File: config.mk
export PLATFORM = sky130hd
export DESIGN_NAME = seven_segment_scan_driver_core
export DESIGN_NICKNAME = d
export VERILOG_FILES = /design/src/hw/rtl/ssd_pkg.sv /design/src/hw/rtl/seven_segment_scan_driver_core.sv /design/src/hw/rtl/ssd_timebase.sv
export SDC_FILE = /design/constraint.sdc
export NUM_CORES = 1
export LEC_CHECK = 0
export BUFFER_PORTS_ARGS = -buffer_cell sky130_fd_sc_hd__buf_2
export CAP_MARGIN = 15
export CORE_MARGIN = 2
export CORE_UTILIZATION = 55
export DETAILED_ROUTE_END_ITERATION = 6
export PLACE_DENSITY = 0.79
export SLEW_MARGIN = 25
export SYNTH_ARGS = -nofsm -noshare
export SYNTH_HDL_FRONTEND = slang
export SYNTH_SLANG_ARGS = --single-unit
File: constraint.sdc
create_clock -name i_clk -period 5.05 [get_ports i_clk]
set_clock_uncertainty 0.15 [all_clocks]
set_input_delay 0.505 -clock i_clk [delete_from_list [all_inputs] [get_ports i_clk]]
set_output_delay 0.505 -clock i_clk [all_outputs]
set_load 0.01 [all_outputs]
File: src/hw/rtl/ssd_pkg.sv
package ssd_pkg;

    // Number of multiplexed digits and the width of a digit index.
    localparam int unsigned DIGIT_COUNT = 4;
    localparam int unsigned POS_W       = 2;

    // Field widths.
    localparam int unsigned SEG_W   = 8;
    localparam int unsigned LIMIT_W = 10;
    localparam int unsigned SEC_W   = 16;

    // Configuration address width and the byte address of the seconds limit.
    localparam int unsigned        ADDR_W                = 3;
    localparam logic [ADDR_W-1:0]  ADDR_TICKS_PER_SECOND = 3'd0;

    // The decimal point sits at segment bit 5.
    localparam logic [SEG_W-1:0] DOT_MASK   = 8'h20;
    localparam logic [SEG_W-1:0] SEG_ALLOFF = 8'hFF;

    // Reset value of the seconds limit register.
    localparam logic [LIMIT_W-1:0] LIMIT_RESET = 10'd1000;

    // Character codes that are not hex digits.
    localparam logic [7:0] CHAR_BLANK = 8'd16;
    localparam logic [7:0] CHAR_MINUS = 8'd17;

    // Item kinds carried in the input tuser.
    typedef enum logic [1:0] {
        MODE_TICK = 2'd0,
        MODE_RAW  = 2'd1,
        MODE_CHAR = 2'd2,
        MODE_DOT  = 2'd3
    } t_mode;

    // Active-low glyph for a character code, decimal point bit left clear.
    // Codes beyond the minus sign show as blank.
    function automatic logic [SEG_W-1:0] glyph(input logic [7:0] code);
        logic [SEG_W-1:0] seg;
        unique case (code)
            8'd0:       seg = 8'h08;
            8'd1:       seg = 8'hCB;
            8'd2:       seg = 8'h12;
            8'd3:       seg = 8'h82;
            8'd4:       seg = 8'hC1;
            8'd5:       seg = 8'h84;
            8'd6:       seg = 8'h04;
            8'd7:       seg = 8'hCA;
            8'd8:       seg = 8'h00;
            8'd9:       seg = 8'h80;
            8'd10:      seg = 8'h40;
            8'd11:      seg = 8'h05;
            8'd12:      seg = 8'h1C;
            8'd13:      seg = 8'h03;
            8'd14:      seg = 8'h14;
            8'd15:      seg = 8'h54;
            CHAR_MINUS: seg = 8'hD7;
            default:    seg = 8'hDF;
        endcase
        return seg;
    endfunction

endpackage

File: src/hw/rtl/seven_segment_scan_driver_core.sv
// Each accepted transaction's result appears on the master side in the next cycle.
// One transaction per cycle when not stalled; the output register frees when taken.
// All work for an item is a single combinational pass into the result register.
// Reset (synchronous, active low) blanks every digit, clears the scan position
// and both counters, and loads the seconds limit with 1000.
module seven_segment_scan_driver_core (
    input  logic        i_clk,
    input  logic        i_rst_n,
    // Input stream
    input  logic        s_axis_tvalid,
    output logic        s_axis_tready,
    input  logic [15:0] s_axis_tdata,   // [1:0] position, [9:2] value, rest zero
    input  logic [1:0]  s_axis_tuser,   // [1:0] mode
    // Result stream
    output logic        m_axis_tvalid,
    input  logic        m_axis_tready,
    output logic [31:0] m_axis_tdata,   // [7:0] segments, [9:8] digit_select,
                                        // [25:10] seconds_count, rest zero
    output logic        m_axis_tuser,   // [0] scan_valid
    // Configuration
    input  logic        psel,
    input  logic        penable,
    input  logic        pwrite,
    input  logic [2:0]  paddr,
    input  logic [31:0] pwdata,
    output logic [31:0] prdata,
    output logic        pready
);

    ssd_pkg::t_mode                       in_mode;
    logic [ssd_pkg::POS_W-1:0]            in_pos;
    logic [7:0]                           in_value;
    logic                                 in_fire;
    logic                                 tick;

    logic [ssd_pkg::SEG_W-1:0]            r_digits [ssd_pkg::DIGIT_COUNT];
    logic [ssd_pkg::SEG_W-1:0]            n_digit;
    logic                                 digit_we;
    logic [ssd_pkg::POS_W-1:0]            r_scan_pos;
    logic [ssd_pkg::POS_W-1:0]            n_scan_pos;
    logic [ssd_pkg::LIMIT_W-1:0]          r_limit;
    logic [ssd_pkg::SEC_W-1:0]            seconds_next;

    logic                                 r_out_valid;
    logic                                 r_out_scan;
    logic [ssd_pkg::SEG_W-1:0]            r_out_seg;
    logic [ssd_pkg::POS_W-1:0]            r_out_sel;
    logic [ssd_pkg::SEC_W-1:0]            r_out_sec;

    // Unpack the input transaction.
    assign in_mode  = ssd_pkg::t_mode'(s_axis_tuser);
    assign in_pos   = s_axis_tdata[1:0];
    assign in_value = s_axis_tdata[9:2];
    assign s_axis_tready = !r_out_valid || m_axis_tready;
    assign in_fire  = s_axis_tvalid && s_axis_tready;
    assign tick     = in_fire && (in_mode == ssd_pkg::MODE_TICK);

    // Configuration register: single write port; its address reads back the limit.
    assign pready = 1'b1;
    assign prdata = (paddr == ssd_pkg::ADDR_TICKS_PER_SECOND) ? {22'd0, r_limit} : 32'd0;

    always_ff @(posedge i_clk) begin
        if (!i_rst_n) begin
            r_limit <= ssd_pkg::LIMIT_RESET;
        end else if (psel && penable && pwrite && pready
                     && paddr == ssd_pkg::ADDR_TICKS_PER_SECOND) begin
            r_limit <= pwdata[ssd_pkg::LIMIT_W-1:0];
        end
    end

    // New contents of the addressed digit for the three write kinds.
    always_comb begin
        n_digit  = r_digits[in_pos];
        digit_we = in_fire && (in_mode != ssd_pkg::MODE_TICK)
                   && (32'(in_pos) < ssd_pkg::DIGIT_COUNT);
        unique case (in_mode)
            ssd_pkg::MODE_RAW:  n_digit = ~in_value;
            ssd_pkg::MODE_CHAR: n_digit = (r_digits[in_pos] & ssd_pkg::DOT_MASK)
                                          | ssd_pkg::glyph(in_value);
            ssd_pkg::MODE_DOT:  n_digit = (in_value != 8'd0)
                                          ? (r_digits[in_pos] & ~ssd_pkg::DOT_MASK)
                                          : (r_digits[in_pos] | ssd_pkg::DOT_MASK);
            default:            n_digit = r_digits[in_pos];
        endcase
    end

    always_ff @(posedge i_clk) begin
        if (!i_rst_n) begin
            for (int i = 0; i < ssd_pkg::DIGIT_COUNT; i++) begin
                r_digits[i] <= ssd_pkg::SEG_ALLOFF;
            end
        end else if (digit_we) begin
            r_digits[in_pos] <= n_digit;
        end
    end

    // Scan position steps round the digits on every tick.
    always_comb begin
        if (32'(r_scan_pos) >= ssd_pkg::DIGIT_COUNT - 1) begin
            n_scan_pos = '0;
        end else begin
            n_scan_pos = r_scan_pos + ssd_pkg::POS_W'(1);
        end
    end

    always_ff @(posedge i_clk) begin
        if (!i_rst_n) begin
            r_scan_pos <= '0;
        end else if (tick) begin
            r_scan_pos <= n_scan_pos;
        end
    end

    // Millisecond and seconds counting.
    ssd_timebase u_timebase (
        .i_clk          (i_clk),
        .i_rst_n        (i_rst_n),
        .i_tick         (tick),
        .i_limit        (r_limit),
        .o_seconds_next (seconds_next)
    );

    // Result register: loaded on every accepted transaction, held while stalled.
    always_ff @(posedge i_clk) begin
        if (!i_rst_n) begin
            r_out_valid <= 1'b0;
        end else if (in_fire) begin
            r_out_valid <= 1'b1;
        end else if (m_axis_tready) begin
            r_out_valid <= 1'b0;
        end
    end

    always_ff @(posedge i_clk) begin
        if (in_fire) begin
            r_out_scan <= tick;
            r_out_seg  <= tick ? r_digits[r_scan_pos] : '0;
            r_out_sel  <= tick ? r_scan_pos : '0;
            r_out_sec  <= seconds_next;
        end
    end

    assign m_axis_tvalid = r_out_valid;
    assign m_axis_tuser  = r_out_scan;
    assign m_axis_tdata  = {6'd0, r_out_sec, r_out_sel, r_out_seg};

    // A tick always produces a scanned digit in the next result.
    assert property (@(posedge i_clk) disable iff (!i_rst_n)
        tick |=> (r_out_valid && r_out_scan))
        else $error("tick did not produce a scan result");

    // A write result drives no segments and no digit.
    assert property (@(posedge i_clk) disable iff (!i_rst_n)
        (in_fire && !tick) |=> (!r_out_scan && r_out_seg == '0 && r_out_sel == '0))
        else $error("write result carried scan data");

    // The scan position moves only on a tick.
    assert property (@(posedge i_clk) disable iff (!i_rst_n)
        !tick |=> $stable(r_scan_pos))
        else $error("scan position moved without a tick");

    // A write result reports the seconds count as it stood when it was accepted.
    assert property (@(posedge i_clk) disable iff (!i_rst_n)
        (in_fire && !tick) |=> (r_out_sec == $past(seconds_next)))
        else $error("write result seconds count wrong");

endmodule

File: src/hw/rtl/ssd_timebase.sv
module ssd_timebase (
    input  logic                             i_clk,
    input  logic                             i_rst_n,
    input  logic                             i_tick,
    input  logic [ssd_pkg::LIMIT_W-1:0]      i_limit,
    output logic [ssd_pkg::SEC_W-1:0]        o_seconds_next
);

    logic [ssd_pkg::LIMIT_W-1:0] r_ms;
    logic [ssd_pkg::LIMIT_W-1:0] n_ms;
    logic [ssd_pkg::SEC_W-1:0]   r_sec;
    logic [ssd_pkg::SEC_W-1:0]   n_sec;

    // On a tick the millisecond count restarts at one once it has reached the
    // limit, and the seconds count steps on; otherwise it simply counts up.
    always_comb begin
        n_ms  = r_ms;
        n_sec = r_sec;
        if (i_tick) begin
            if (r_ms >= i_limit) begin
                n_ms  = ssd_pkg::LIMIT_W'(1);
                n_sec = r_sec + ssd_pkg::SEC_W'(1);
            end else begin
                n_ms = r_ms + ssd_pkg::LIMIT_W'(1);
            end
        end
    end

    always_ff @(posedge i_clk) begin
        if (!i_rst_n) begin
            r_ms  <= '0;
            r_sec <= '0;
        end else begin
            r_ms  <= n_ms;
            r_sec <= n_sec;
        end
    end

    // The result of an item carries the count as it stands after that item.
    assign o_seconds_next = n_sec;

endmodule

==> metrics.txt <==
Buffers on Ports 70; die width 102 um; Yosys reg bits 98; # diodes 0; drt initial violations 252; pwr dens 257 nW/um2; area grow syn2layout 9.43%; final hold vios 0; mapped cell area 5330 um2; Worst Reg-to-Reg Cells 6; Max IR drop VDD 0.000133 V; most frequent CP cell nand2b_1; DR WL/cell 15.6 um; asr flop ratio synth 0%; syn avg cell area 10.6 um2; RSZ-0062 raised after global routing no; Main synth FF type edfxtp_1; initial antenna violation count 0; Post-synth top cells nand2_1, edfxtp_1, dfxtp_1; Reg2Reg Capture Point r_digits[1][7]; setup TNS 0 ns; Multi-input gate area 2470 um2; Hold/Removal Path Class in -> reg; Seq/Total Area, Yosys 47.9%; Initial Utilization 57.2%; post-CTS setup buffer count 0; Slowest-stage cell, CP nor3b_2; count leader, synth nand2_1; Startpoint Class register; R2R Setup Slk 2.12 ns; internal power 1.10 mW; number of remaining DRC errors 0; Max Clock Freq 342 MHz; layout cell share with drive strength beyond 1 21.2%; Top Ports 128; WP data required 4.91 ns; Post-synth EDFFs 59; die outline height 102 um; Final min period 2.93 ns; endpoint type of the worst setup path register; CTS tree yes; DPL Wire Length 7480 um; dominant cell type by area after synthesis edfxtp_1; Post-CTS Resized 0; hold path start pwdata[6]; htree depth 3; clock latency on the worst-skew pair 0.36 ns; slowest stage delay, CP 0.73 ns; Hold Crit Depth 3; Slew headroom 40.4%; Clock power frac 32.5%; first-pass GRT wire length 17500 um; worst-case clock buffer depth 2; Setup-failing EPs final 0; nets 641; vias in the first global route 3637; Cell Chain, Critical Path nand2b_1 > and2_1 > buf_4 > nand3_1 > nor3b_2 > nand2b_1; Setup CP Type reg -> reg; Worst Tran Pin Value 0.883 ns; Synth top area share 33.2%; total global routing overflow 0; clock slew at reported path FFs 0.10 ns; GRT Util Overall 21.6%; outcome complete, no violations; Post-Syn Instances 503; synthesis warning total 0; CP max FO 30; row count 35; core region area 9330 um2; Gate power share 9.3%; Synth area leaders edfxtp_1, dfxtp_1, mux4_2; P_leak 2.21 nW; die area 10500 um2; largest net degree at the start of global routing 42; post-route ant nets 0; smallest hold slack 0.206 ns; CP delay by family, top simple AND/OR/NAND/NOR gates; Total Routed Length 10900 um; Num Clock Sinks 98; Worst R2R Start m_axis_tvalid; Critical Path AT 2.79 ns; Sw Share 26.5%; Power Total 1.50 mW; filler cell count 752; share of power burned in registers 58.2%; Post-CTS Hold Fix Bufs 0; MaxCap Viol Count 0; GPL Wtd Cong 0.892; routed vias 3840; register area 2550 um2; placed cell count 679; WP buf/inv 1; final worst path period share 58.0%; vias per cell 5.53; max-slew violation count 0; synth unique cells 53; hold path endpoint r_limit[6]; clk root buf clkbuf_8; Net Switching 0.398 mW; First-pass DRT Iterations 5; Final Non-Filler Cells 695; CTS Buf Count 9
-- per-stage QoR --
| step | util, % | setup WS (ns) | instance area [um2] |
|---|---|---|---|
| CTS | 62.6 | 2.22 | 5840 |
| finish | 62.6 | 2.12 | 5840 |
| floorplan | - | 1.91 | 5440 |
| global placement | 60.6 | 2.03 | 5650 |
| global route | 62.6 | 2.06 | 5840 |
| detailed placement | 60.6 | 1.93 | 5650 |
-- logic make-up (layout without fill, tap and decap cells) --
logic type | Yosys count | count (layout) | share of synthesized area, %
mux | 28 | 28 | 9.27
flops | 98 | 98 | 47.9
other cells | 2 | 29 | 0.141
buf+inv | 77 | 113 | 7.69
simple gates | 194 | 194 | 18.7
compound gates | 61 | 61 | 7.74
fa+ha+maj | 20 | 20 | 4.69
xor+xnor | 23 | 23 | 3.92
-- cell type report --
cell class                 instances  area share [%]
sequential                        98            43.7
tap                              129            2.77
inverter                          24            1.54
clock inverter                     7            1.09
clock buffer                       9            2.12
timing repair buffer              73            6.39
multi-input combinational        355            42.4
-- tightest hold or removal path: cells and delay by family --
family	cells	cell delay, ns
buffers and inverters	1	0.07
AOI/OAI and AO/OA	1	0.07
and+or+nand+nor	1	0.04
-- registers in the layout, indices dropped and copies added, names as in the netlist --
register and flops:
r_digits 32, r_out_sec 16, u_timebase.r_sec 16, r_limit 10, u_timebase.r_ms 10, r_out_seg 8, r_out_sel 2, r_scan_pos 2
m_axis_tuser 1, m_axis_tvalid 1
-- power by group through the flow --
stage / Clock (mW) / Sequential [mW] / Combinational (mW)
after floorplan: 0 / 0.894 / 0.101
after global placement: 0 / 0.889 / 0.134
after detailed placement: 0 / 0.890 / 0.138
after CTS: 0.488 / 0.872 / 0.139
after global routing: 0.523 / 0.874 / 0.153
final: 0.487 / 0.872 / 0.139
-- layer usage --
metal  share of wire [%]  GRT usage, %  vias to the layer above
met4                 1.8          7.49                        0
met3                 7.1          4.51                       21
met5                   0             0                        -
met2                  49          37.2                      185
met1                  42          27.2                     1798
li1                    -             -                     1836
-- how the worst max path moves through the flow --
stage                       start        endpoint  slack, ns  cells past startpoint
global placement    m_axis_tready  r_digits[1][2]       2.03                      7
detailed placement  m_axis_tready  r_digits[1][2]       1.93                      7
global route        m_axis_tvalid  r_digits[1][7]       2.06                      6
finish              m_axis_tvalid  r_digits[1][7]       2.12                      6
floorplan           m_axis_tready  r_digits[0][0]       1.91                      5
CTS                 m_axis_tvalid  r_digits[1][7]       2.22                      6
-- cell usage in the layout (no fill, tap or decap), drive strengths merged, types with 6 or more instances in the layout --
| master | netlist | final |
|---|---|---|
| and2 | 33 | 33 |
| clkbuf | 16 | 9 |
| o211ai | 7 | 7 |
| o21ai | 24 | 24 |
| nand4 | 11 | 11 |
| inv | 23 | 26 |
| xor2 | 9 | 9 |
| a21boi | 6 | 6 |
| nand3 | 11 | 11 |
| nand2b | 12 | 12 |
| nand2 | 65 | 65 |
| mux2i | 10 | 10 |
| buf | 37 | 73 |
| dfxtp | 39 | 39 |
| xnor2 | 14 | 14 |
| nor2 | 25 | 25 |
| edfxtp | 59 | 59 |
| mux4 | 17 | 17 |
| ha | 20 | 20 |
| a21oi | 10 | 10 |
| conb | 2 | 29 |
| and3 | 7 | 7 |
| nor3 | 19 | 19 |
(Power assumes the default switching activity.)
